--- src/hdl/mtep_pkg.sv ---
// Package for the MIDI track event parser: parse phases, result kinds,
// status byte constants and the result word type.
// No dependencies.
package mtep_pkg;

  // Parse phase of the track byte stream
  typedef enum logic [3:0] {
    PH_DELTA    = 4'd0,
    PH_STATUS   = 4'd1,
    PH_DATA1    = 4'd2,
    PH_DATA2    = 4'd3,
    PH_METATYPE = 4'd4,
    PH_LEN      = 4'd5,
    PH_BODY     = 4'd6,
    PH_HALT     = 4'd7
  } phase_t;

  // Result kinds
  localparam logic [2:0] KIND_DELTA = 3'd0;
  localparam logic [2:0] KIND_OFF   = 3'd1;
  localparam logic [2:0] KIND_ON    = 3'd2;
  localparam logic [2:0] KIND_TEMPO = 3'd3;
  localparam logic [2:0] KIND_ERR   = 3'd4;

  // Error codes
  localparam logic ERR_TRUNCATED = 1'b0;
  localparam logic ERR_NO_STATUS = 1'b1;

  // Status and meta constants
  localparam logic [3:0] HI_SYSTEM   = 4'hf;
  localparam logic [3:0] HI_NOTE_OFF = 4'h8;
  localparam logic [3:0] HI_PROGRAM  = 4'hc;
  localparam logic [3:0] HI_PRESSURE = 4'hd;
  localparam logic [2:0] TOP3_NOTE   = 3'b100;
  localparam logic [7:0] META_TEMPO  = 8'h51;

  // Result queue geometry
  localparam int RES_DEPTH = 4;
  localparam int RES_PTR_W = 2;
  localparam int RES_CNT_W = 3;

  // One result word
  typedef struct packed {
    logic [2:0]  kind;
    logic [3:0]  channel;
    logic [7:0]  key;
    logic [7:0]  velocity;
    logic [31:0] value;
    logic        error_code;
    logic        last;
  } res_t;

endpackage

--- src/hdl/midi_track_event_parser.sv ---
// Top level of the MIDI track event parser: byte-wise parse logic and
// a small result queue. Depends on mtep_pkg.
//
// One track byte is accepted per clock cycle while in_ready is high. Each
// byte is parsed in the cycle it is accepted, and the zero, one or two
// result words it causes are written to a four-entry result queue that
// drains one word per cycle while out_ready is high. in_ready is high
// while the queue has at least two free entries; a byte that causes two
// results (a delta time completing on the last byte of a track, which then
// also reports the unfinished event) needs two output words, so such bytes
// lower the sustained input rate below one byte per cycle when the output
// is drained at full rate.
module midi_track_event_parser (
  input  logic        clk,
  input  logic        rst_n,
  input  logic        in_valid,
  output logic        in_ready,
  input  logic [7:0]  in_data_byte,
  input  logic        in_track_start,
  input  logic        in_track_end,
  output logic        out_valid,
  input  logic        out_ready,
  output logic [2:0]  out_kind,
  output logic [3:0]  out_channel,
  output logic [7:0]  out_key,
  output logic [7:0]  out_velocity,
  output logic [31:0] out_value,
  output logic        out_error_code,
  output logic        out_last
);
  import mtep_pkg::*;

  // Parser state
  logic [7:0]  rs_r, rs_nxt, rs_c;
  phase_t      ph_r, ph_nxt, ph_c;
  logic [27:0] acc_r, acc_nxt, acc_c;
  logic [2:0]  cnt_r, cnt_nxt, cnt_c;
  logic [7:0]  mk_r, mk_nxt;
  logic [27:0] rem_r, rem_nxt;
  logic [31:0] tempo_r, tempo_nxt;
  logic [7:0]  fd_r, fd_nxt;

  // State as seen after a track start clear
  logic [7:0]  rs_e, mk_e, fd_e;
  phase_t      ph_e;
  logic [27:0] acc_e, rem_e, rem_dec;
  logic [2:0]  cnt_e, cnt_t;
  logic [31:0] tempo_e, tempo_sh;
  logic [27:0] acc_t;
  logic        vl_done;
  logic        take;
  logic [7:0]  b;
  logic        mid;

  // Result queue
  res_t                 q_r [RES_DEPTH];
  logic [RES_PTR_W-1:0] wr_r, rd_r;
  logic [RES_CNT_W-1:0] cnt_q_r;
  res_t                 r0, r1, e0;
  logic                 r0_v, r1_v;
  logic                 pop;
  logic [1:0]           n_push;

  assign take = in_valid && in_ready;
  assign b    = in_data_byte;

  // Clear on track start before the byte is handled
  assign rs_e    = in_track_start ? 8'd0 : rs_r;
  assign ph_e    = in_track_start ? PH_DELTA : ph_r;
  assign acc_e   = in_track_start ? 28'd0 : acc_r;
  assign cnt_e   = in_track_start ? 3'd0 : cnt_r;
  assign mk_e    = in_track_start ? 8'd0 : mk_r;
  assign rem_e   = in_track_start ? 28'd0 : rem_r;
  assign tempo_e = in_track_start ? 32'd0 : tempo_r;
  assign fd_e    = in_track_start ? 8'd0 : fd_r;

  // Variable-length quantity step, ending after four bytes at most
  assign acc_t    = {acc_e[20:0], b[6:0]};
  assign cnt_t    = cnt_e + 3'd1;
  assign vl_done  = !b[7] || (cnt_t >= 3'd4);
  assign rem_dec  = rem_e - 28'd1;
  assign tempo_sh = {tempo_e[23:0], b};

  // Next state of the parser, before the track end override
  always_comb begin
    rs_c      = rs_e;
    ph_c      = ph_e;
    acc_c     = acc_e;
    cnt_c     = cnt_e;
    mk_nxt    = mk_e;
    rem_nxt   = rem_e;
    tempo_nxt = tempo_e;
    fd_nxt    = fd_e;
    unique case (ph_e)
      PH_DELTA: begin
        if (vl_done) begin
          acc_c = 28'd0;
          cnt_c = 3'd0;
          ph_c  = PH_STATUS;
        end else begin
          acc_c = acc_t;
          cnt_c = cnt_t;
        end
      end
      PH_STATUS: begin
        if (b[7]) begin
          rs_c = b;
          if (b[7:4] == HI_SYSTEM) begin
            mk_nxt = 8'd0;
            if (b[3]) begin
              ph_c = PH_METATYPE;
            end else begin
              acc_c = 28'd0;
              cnt_c = 3'd0;
              ph_c  = PH_LEN;
            end
          end else begin
            ph_c = PH_DATA1;
          end
        end else if (!rs_e[7]) begin
          ph_c = PH_HALT;
        end else if (rs_e[7:4] == HI_SYSTEM) begin
          acc_c = 28'd0;
          cnt_c = 3'd0;
          if (rs_e[3]) begin
            mk_nxt = b;
            ph_c   = PH_LEN;
          end else begin
            // data byte is the whole length field of a sysex
            mk_nxt    = 8'd0;
            rem_nxt   = {21'd0, b[6:0]};
            tempo_nxt = 32'd0;
            ph_c      = (b[6:0] == 7'd0) ? PH_DELTA : PH_BODY;
          end
        end else begin
          fd_nxt = b;
          ph_c   = (rs_e[7:4] == HI_PROGRAM || rs_e[7:4] == HI_PRESSURE) ?
                   PH_DELTA : PH_DATA2;
        end
      end
      PH_DATA1: begin
        fd_nxt = b;
        ph_c   = (rs_e[7:4] == HI_PROGRAM || rs_e[7:4] == HI_PRESSURE) ?
                 PH_DELTA : PH_DATA2;
      end
      PH_DATA2: begin
        ph_c = PH_DELTA;
      end
      PH_METATYPE: begin
        mk_nxt = b;
        acc_c  = 28'd0;
        cnt_c  = 3'd0;
        ph_c   = PH_LEN;
      end
      PH_LEN: begin
        if (vl_done) begin
          rem_nxt   = acc_t;
          tempo_nxt = 32'd0;
          acc_c     = 28'd0;
          cnt_c     = 3'd0;
          ph_c      = (acc_t == 28'd0) ? PH_DELTA : PH_BODY;
        end else begin
          acc_c = acc_t;
          cnt_c = cnt_t;
        end
      end
      PH_BODY: begin
        rem_nxt = rem_dec;
        if (mk_e == META_TEMPO) begin
          tempo_nxt = tempo_sh;
        end
        if (rem_dec == 28'd0) begin
          ph_c = PH_DELTA;
        end
      end
      default: begin
      end
    endcase
  end

  // Track end: flag an unfinished event and return to delta time
  assign mid = ((ph_c != PH_DELTA) && (ph_c != PH_HALT)) ||
               ((ph_c == PH_DELTA) && (cnt_c != 3'd0));
  assign rs_nxt  = rs_c;
  assign ph_nxt  = in_track_end ? PH_DELTA : ph_c;
  assign acc_nxt = in_track_end ? 28'd0 : acc_c;
  assign cnt_nxt = in_track_end ? 3'd0 : cnt_c;

  // Results of the byte
  always_comb begin
    r0   = '0;
    r0_v = 1'b0;
    unique case (ph_e)
      PH_DELTA: begin
        if (vl_done) begin
          r0_v       = 1'b1;
          r0.kind    = KIND_DELTA;
          r0.value   = {4'd0, acc_t};
        end
      end
      PH_STATUS: begin
        if (!b[7] && !rs_e[7]) begin
          r0_v          = 1'b1;
          r0.kind       = KIND_ERR;
          r0.error_code = ERR_NO_STATUS;
        end
      end
      PH_DATA2: begin
        if (rs_e[7:5] == TOP3_NOTE) begin
          r0_v        = 1'b1;
          r0.kind     = (rs_e[7:4] == HI_NOTE_OFF || b == 8'd0) ? KIND_OFF : KIND_ON;
          r0.channel  = rs_e[3:0];
          r0.key      = fd_e;
          r0.velocity = b;
        end
      end
      PH_LEN: begin
        if (vl_done && acc_t == 28'd0 && mk_e == META_TEMPO) begin
          r0_v    = 1'b1;
          r0.kind = KIND_TEMPO;
        end
      end
      PH_BODY: begin
        if (rem_dec == 28'd0 && mk_e == META_TEMPO) begin
          r0_v     = 1'b1;
          r0.kind  = KIND_TEMPO;
          r0.value = tempo_sh;
        end
      end
      default: begin
      end
    endcase
    r1            = '0;
    r1_v          = in_track_end && mid;
    r1.kind       = KIND_ERR;
    r1.error_code = ERR_TRUNCATED;
    r1.last       = 1'b1;
    if (!r1_v) begin
      r0.last = 1'b1;
    end
  end

  // Word for the first queue slot of this byte
  assign e0     = r0_v ? r0 : r1;
  assign n_push = take ? ({1'b0, r0_v} + {1'b0, r1_v}) : 2'd0;
  assign pop    = out_valid && out_ready;

  // Hold parser state
  always_ff @(posedge clk) begin
    if (!rst_n) begin
      rs_r    <= 8'd0;
      ph_r    <= PH_DELTA;
      acc_r   <= 28'd0;
      cnt_r   <= 3'd0;
      mk_r    <= 8'd0;
      rem_r   <= 28'd0;
      tempo_r <= 32'd0;
      fd_r    <= 8'd0;
    end else if (take) begin
      rs_r    <= rs_nxt;
      ph_r    <= ph_nxt;
      acc_r   <= acc_nxt;
      cnt_r   <= cnt_nxt;
      mk_r    <= mk_nxt;
      rem_r   <= rem_nxt;
      tempo_r <= tempo_nxt;
      fd_r    <= fd_nxt;
    end
  end

  // Advance result queue pointers and fill count
  always_ff @(posedge clk) begin
    if (!rst_n) begin
      wr_r    <= '0;
      rd_r    <= '0;
      cnt_q_r <= '0;
    end else begin
      wr_r    <= wr_r + RES_PTR_W'(n_push);
      rd_r    <= rd_r + RES_PTR_W'(pop);
      cnt_q_r <= cnt_q_r + RES_CNT_W'(n_push) - RES_CNT_W'(pop);
    end
  end

  // Write result words
  always_ff @(posedge clk) begin
    if (n_push != 2'd0) begin
      q_r[wr_r] <= e0;
    end
    if (n_push == 2'd2) begin
      q_r[wr_r + RES_PTR_W'(1)] <= r1;
    end
  end

  assign in_ready       = cnt_q_r <= RES_CNT_W'(RES_DEPTH - 2);
  assign out_valid      = cnt_q_r != '0;
  assign out_kind       = q_r[rd_r].kind;
  assign out_channel    = q_r[rd_r].channel;
  assign out_key        = q_r[rd_r].key;
  assign out_velocity   = q_r[rd_r].velocity;
  assign out_value      = q_r[rd_r].value;
  assign out_error_code = q_r[rd_r].error_code;
  assign out_last       = q_r[rd_r].last;

endmodule

--- config.mk ---
export PLATFORM = sky130hd
export DESIGN_NAME = midi_track_event_parser
export DESIGN_NICKNAME = d
export VERILOG_FILES = /design/src/hdl/mtep_pkg.sv /design/src/hdl/midi_track_event_parser.sv
export SDC_FILE = /design/constraint.sdc
export NUM_CORES = 1
export LEC_CHECK = 0
export BUFFER_PORTS_ARGS = -buffer_cell sky130_fd_sc_hd__buf_2
export CAP_MARGIN = 20
export CORE_ASPECT_RATIO = 0.7
export CORE_MARGIN = 2
export CORE_UTILIZATION = 60
export CTS_BUF_LIST = sky130_fd_sc_hd__clkbuf_4 sky130_fd_sc_hd__clkbuf_8
export CTS_CLUSTER_SIZE = 16
export DETAILED_ROUTE_END_ITERATION = 8
export PLACE_DENSITY = 0.8
export SLEW_MARGIN = 20
export SYNTH_ARGS = -nofsm -noshare
export SYNTH_HDL_FRONTEND = slang
export SYNTH_SLANG_ARGS = --single-unit
export TNS_END_PERCENT = 1
--- constraint.sdc ---
create_clock -name clk -period 5.9 [get_ports clk]
set_input_delay 0.295 -clock clk [delete_from_list [all_inputs] [get_ports clk]]
set_output_delay 0.295 -clock clk [all_outputs]
set_load 0.05 [all_outputs]
# Word-level counts from Yosys, hierarchy flattened
# Memory sizes are Yosys's and may differ from the RTL's. A register that Yosys moved wholly into a read port is not among the register bits.
# Index checks and enable logic that the tools add are counted.
[word_totals]
in_bits = 14
mem_count = 1
register_bits = 126
output_inout_bits = 59
ram_bits = 228
elab_cells = 151
[memory_table]
columns = ["memory", "words", "width", "read_ports", "rd_clocked_by_memory_dff", "write_ports", "line", "rtl"]
rows = [
  ["q_r", 4, 57, 1, 1, 2, "midi_track_event_parser.sv:56", "res_t q_r [RES_DEPTH];"],
]
[classes]
magnitude_cmp = 2
reduce_logical = 26
muxes = 88
add_sub_neg = 8
eq_ne = 15
[ops]
columns = ["operator", "count"]
rows = [
  ["2-to-1 mux 28 bit", 15],
  ["2-to-1 mux 32 bit", 8],
  ["one-hot mux 28 bit (3 select lines)", 2],
  ["2-to-1 mux 8 bit", 12],
  ["one-hot mux 32 bit (3 select lines)", 1],
  ["one-hot mux 32 bit (2 select lines)", 1],
  ["2-to-1 mux 57 bit", 1],
  ["logical NOT 28 bit", 2],
  ["2-to-1 mux 3 bit", 12],
  ["2-to-1 mux 4 bit", 9],
  ["one-hot mux 8 bit (2 select lines)", 2],
  ["one-hot mux 4 bit (7 select lines)", 1],
  ["subtractor 28 x 1 -> 28 bit, second input constant", 1],
  ["2-to-1 mux 22 bit", 1],
  ["equality test 4 bit, second input constant", 5],
  ["2-to-1 mux 20 bit", 1],
  ["equality test 4 x 3 -> 1 bit, second input constant", 3],
  ["2-to-1 mux 1 bit", 12],
  ["2-to-1 mux 2 bit", 6],
  ["one-hot mux 3 bit (4 select lines)", 1],
  ["logical AND 1 bit", 9],
  ["one-hot mux 3 bit (3 select lines)", 1],
  ["equality test 4 x 2 -> 1 bit, second input constant", 2],
  ["equality test 8 x 7 -> 1 bit, second input constant", 1],
  ["24 further kinds", 30],
]

# Depth between registers and ports, before layout
[depth]
word_depth = 17
depth_mapped = 24
depth_no_buf = 18

# Worst setup path before layout
# OpenSTA, ideal clock, no wires.
[synth_path]
path_kind = "in2reg"
from = "input in_track_start"
to = "register cnt_q_r[2]"
setup_ns = 0.128
t_arrival_ns = 5.335
t_required_ns = 5.772
path_buffers = 5
slack_ns = 0.437
stages = 23
cell_sequence = "clkbuf_1 -> clkbuf_1 -> buf_1 -> clkbuf_1 -> nor2b_1 -> inv_1 -> ha_1 -> or3b_2 -> or4_1 -> nor4b_1 -> nand4_1 -> o21ai_0 -> o211ai_1 -> ha_1 -> clkbuf_1 -> nand2_1 -> ha_1 -> inv_1 -> ha_1 -> fa_1 -> xor2_1 -> xnor2_1 -> nor2_1"
[synth_between]
elab_chain_cells = 16
word_cells_on_any_way = 66
cone_classes = "5 x add/sub; 1 x order compare; 12 x eq/ne; 30 x mux; 18 x reduce/logical"
[synth_lines]
columns = ["item", "line", "rtl"]
rows = [
  ["start: declaration", "midi_track_event_parser.sv:19", "input logic in_track_start,"],
  ["branches (longest 12 deep; another with subtractor 28 x 1 -> 28 bit)", "-", ""],
  ["adder 1 x 1 -> 2 bit (*)", "midi_track_event_parser.sv:245", "assign n_push = take ? ({1'b0, r0_v} + {1'b0, r1_v}) : 2'd0;"],
  ["2-to-1 mux 2 bit (*)", "midi_track_event_parser.sv:245", ""],
  ["adder 3 x 2 -> 3 bit (*)", "midi_track_event_parser.sv:280", "cnt_q_r <= cnt_q_r + RES_CNT_W'(n_push) - RES_CNT_W'(pop);"],
  ["subtractor 3 x 1 -> 3 bit (*)", "midi_track_event_parser.sv:280", ""],
  ["end signal: assignment", "midi_track_event_parser.sv:280", ""],
  ["end: declaration", "midi_track_event_parser.sv:58", "logic [RES_CNT_W-1:0] cnt_q_r;"],
]
# Every way passes the cells marked *.
# A chain may end at the register's enable or synchronous reset.

==> summary.txt <==
Floorplan
  – Die span in y: 139 um
  – IO Pins: 73
  – Core Area: 25700 um2
  – Total Die Area: 27500 um2
  – Die Wd: 197 um
  – Rows: 49
  – Initial Utilization: 0.610

Global routing
  – Vias in the first global route: 13950
  – Initial antenna violation count: 0
  – Global-route wire length before repair: 76100 um
  – Total GRT Usage: 0.347
  – Largest net degree at the start of global routing: 98
  – Gr ovfl total: 0

Layout
  – Antenna diodes: 0
  – Fin util: 0.674
  – Share of cells above drive strength 1: 0.172
  – Final nets: 1835
  – Finished Cell Area: 17300 um2
  – P&R area growth vs syn: 10.5%
  – Non-Filler Instances: 2181

Placement
  – Post-place setup slack: 404 ps
  – DP HPWL: 30200 um
  – Placer Congestion: 0.944
  – Port-buffer cells: 72
  – Dpl cell area: 16200 um2
  – DP Cell Count: 2089

Synthesis
  – Post-synthesis sequential area ratio: 0.433
  – Yosys reg bits: 339
  – Syn_area_per_cell: 8.69 um2
  – Post-Syn Area: 15700 um2
  – Area leader, netlist: dfxtp_1
  – EDFF count, synth: 0
  – Async SR Flop Fraction: 0
  – Synth top area share: 0.433
  – Syn nets: 1827
  – Top cells by area, synth: dfxtp_1 (43%), mux4_2 (8.2%), nor2_1 (7.6%)
  – Synth unique cells: 77
  – Most frequent cell after synthesis: dfxtp_1
  – Ys Warns: 0
  – Cells after synthesis: 1803
  – Top FF cell, synth: dfxtp_1
  – Top cells by count, synth: dfxtp_1 (339), nor2_1 (317), a21oi_1 (158)

Worst setup path
  – FF-to-FF Start: rem_r[0]
  – Flop-to-flop setup slack: 430 ps
  – Crit Path Class: reg -> reg
  – Critical path's slowest cell: nor2_1
  – Reg2Reg Capture Point: q_r[1][13]
  – Setup crit start kind: flop
  – Reg2Reg Depth: 16
  – Worst EP required: 6430 ps
  – Crit Path Max Fanout: 20
  – CP cell instances: nor2b_1 > ha_1 > or3b_2 > or4_1 > nor4b_1 > nand4_1 > o21ai_0 > o211ai_1 > ha_1 > nor2_1 > nor2_1 > nand2_2 > nor3_2 > buf_4 > a22o_1 > a31o_2
  – Worst path arrival time: 6000 ps
  – Crit path capture type: flop
  – Largest stage delay, worst path: 600 ps

Clock tree
  – TritonCTS Buffers: 50
  – CTS tree: done
  – Buffers from clock root to sink, at most: 3
  – Root buf cell: clkbuf_8
  – Later-pin clock latency in the skew report: 630 ps
  – Worst-path clk slew: 70 ps
  – Clk sink count: 339
  – H-tree Lvls: 2

Power
  – Clock share of power: 0.280
  – Net Sw Frac: 0.377
  – NetSw: 0.00274 W
  – Max VDD drop: 0.236 mV
  – Internal power: 0.00452 W
  – Leakage: 6.44 nW
  – Pwr/cell area: 419 nW/um2
  – Seq pwr share: 0.405
  – Proportion of power drawn by combinational gates: 0.316

STA
  – Period utilization: 0.927
  – Final Max Tran Viols: 0
  – RSZ-0062 raised after global routing: no
  – Slew Limit Headroom: 0.272
  – Final worst slack: 428 ps
  – Setup Viol. Count Final: 0
  – Setup Skew: 47.3 ps
  – Worst slew pin tran: 1090 ps
  – Final hold vios: 0
  – Max Freq: 183 MHz
  – Post-route minimum period: 5470 ps
  – Final TNS setup: 0 ps

Job
  – Max cap viols: 0

Routing
  – First-pass DRT Iterations: 9
  – Average wire per standard cell: 22.0 um
  – Via/cell ratio: 6.79
  – DRC violations left: 0
  – Initial DRC Count: 1832
  – Antenna Nets Post-Route: 0
  – Vias: 14817
  – Final WL: 48000 um

Hold path
  – Hold endpoint: ph_r[3]
  – Min-delay src: rst_n
  – Hold path cells: 2
  – Min-Delay Path Class: in -> reg

Outcome
  – Outcome: finished clean
[cells by family (layout without fill, tap and decap cells)]
group / Yosys count / in the layout / synth area share
AND/OR/NAND/NOR: 630 / 630 / 0.187
adder cells (fa/ha/maj): 10 / 10 / 0.00846
flip-flops: 339 / 339 / 0.433
XOR/XNOR: 12 / 12 / 0.00671
buffers and inverters: 174 / 221 / 0.0437
multiplexers: 62 / 62 / 0.0853
AO/OA/AOI/OAI: 576 / 576 / 0.236
[per-layer routing]
| layer | up-vias | share of wire | track usage |
|---|---|---|---|
| met5 | - | 0 | 0 |
| met4 | 0 | 0.023 | 0.101 |
| met3 | 120 | 0.13 | 0.111 |
| met2 | 942 | 0.42 | 0.501 |
| met1 | 7095 | 0.42 | 0.497 |
| li1 | 6660 | - | - |
[final cells by class]
type | instances | area, um2
tap | 331 | 414
clock inverter | 9 | 77.6
multi-input combinational | 1290 | 8290
sequential | 339 | 6790
timing repair buffer | 112 | 677
fill | 2031 | 8370
inverter | 18 | 67.6
clock buffer | 82 | 1000
[sequential cells by signal, indices dropped and copies added (netlist names), 4 cells and up]
register,cells
acc_r,21
fd_r,8
mk_r,8
ph_r,4
q_r,228
rem_r,28
rs_r,8
tempo_r,24
[metrics by stage]
stage	hold WS, ps	total power, W
after detailed placement	445	0.00522
after floorplan	429	0.00467
after CTS	100	0.00722
after global routing	110	0.00757
final	129	0.00726
after global placement	435	0.00515
[power groups by stage]
stage / registers, W / logic [W] / clock network [W]
after floorplan: 0.00284 / 0.00183 / 0
after global placement: 0.00295 / 0.00220 / 0
after detailed placement: 0.00297 / 0.00225 / 0
after CTS: 0.00293 / 0.00226 / 0.00203
after global routing: 0.00298 / 0.00245 / 0.00214
final: 0.00294 / 0.00229 / 0.00203
[what timing repair did]
item                       in CTS  in global routing
buffers inserted                0                  0
setup endpoints to repair       0                 30
hold buffers                    0                  0
resized for setup               0                  2
[worst max-delay path, delay by kind of cell (launching register included)]
family / cells / cell delay [ps]
AO/OA/AOI/OAI: 4 / 840
adder cells (fa/ha/maj): 2 / 700
buffers and inverters: 1 / 310
flip-flops: 1 / 440
AND/OR/NAND/NOR: 9 / 3090
[layout by cell type (no fill, tap or decap), types with 38 or more instances in the layout]
| cell type | instances |
|---|---|
| buf_2 | 72 |
| nand4_1 | 46 |
| nand2_1 | 114 |
| mux4_2 | 57 |
| a22oi_1 | 73 |
| clkbuf_8 | 62 |
| o21ai_0 | 134 |
| a21oi_1 | 158 |
| dfxtp_1 | 337 |
| nor2_1 | 312 |
| buf_4 | 38 |
| a31oi_1 | 71 |
[worst max-delay path by stage]
stage	from	slack [ps]	endpoint	cells after the start
2_1_floorplan	in_track_start	440	cnt_q_r[2]	23
3_3_place_gp	rem_r[0]	560	q_r[0][35]	14
3_5_place_dp	rem_r[0]	400	q_r[0][47]	14
4_1_cts	rem_r[0]	370	q_r[0][42]	14
5_1_grt	rem_r[0]	30	q_r[1][13]	16
6_report	rem_r[0]	430	q_r[1][13]	16
No activity file was read; power rests on OpenSTA's default activity.
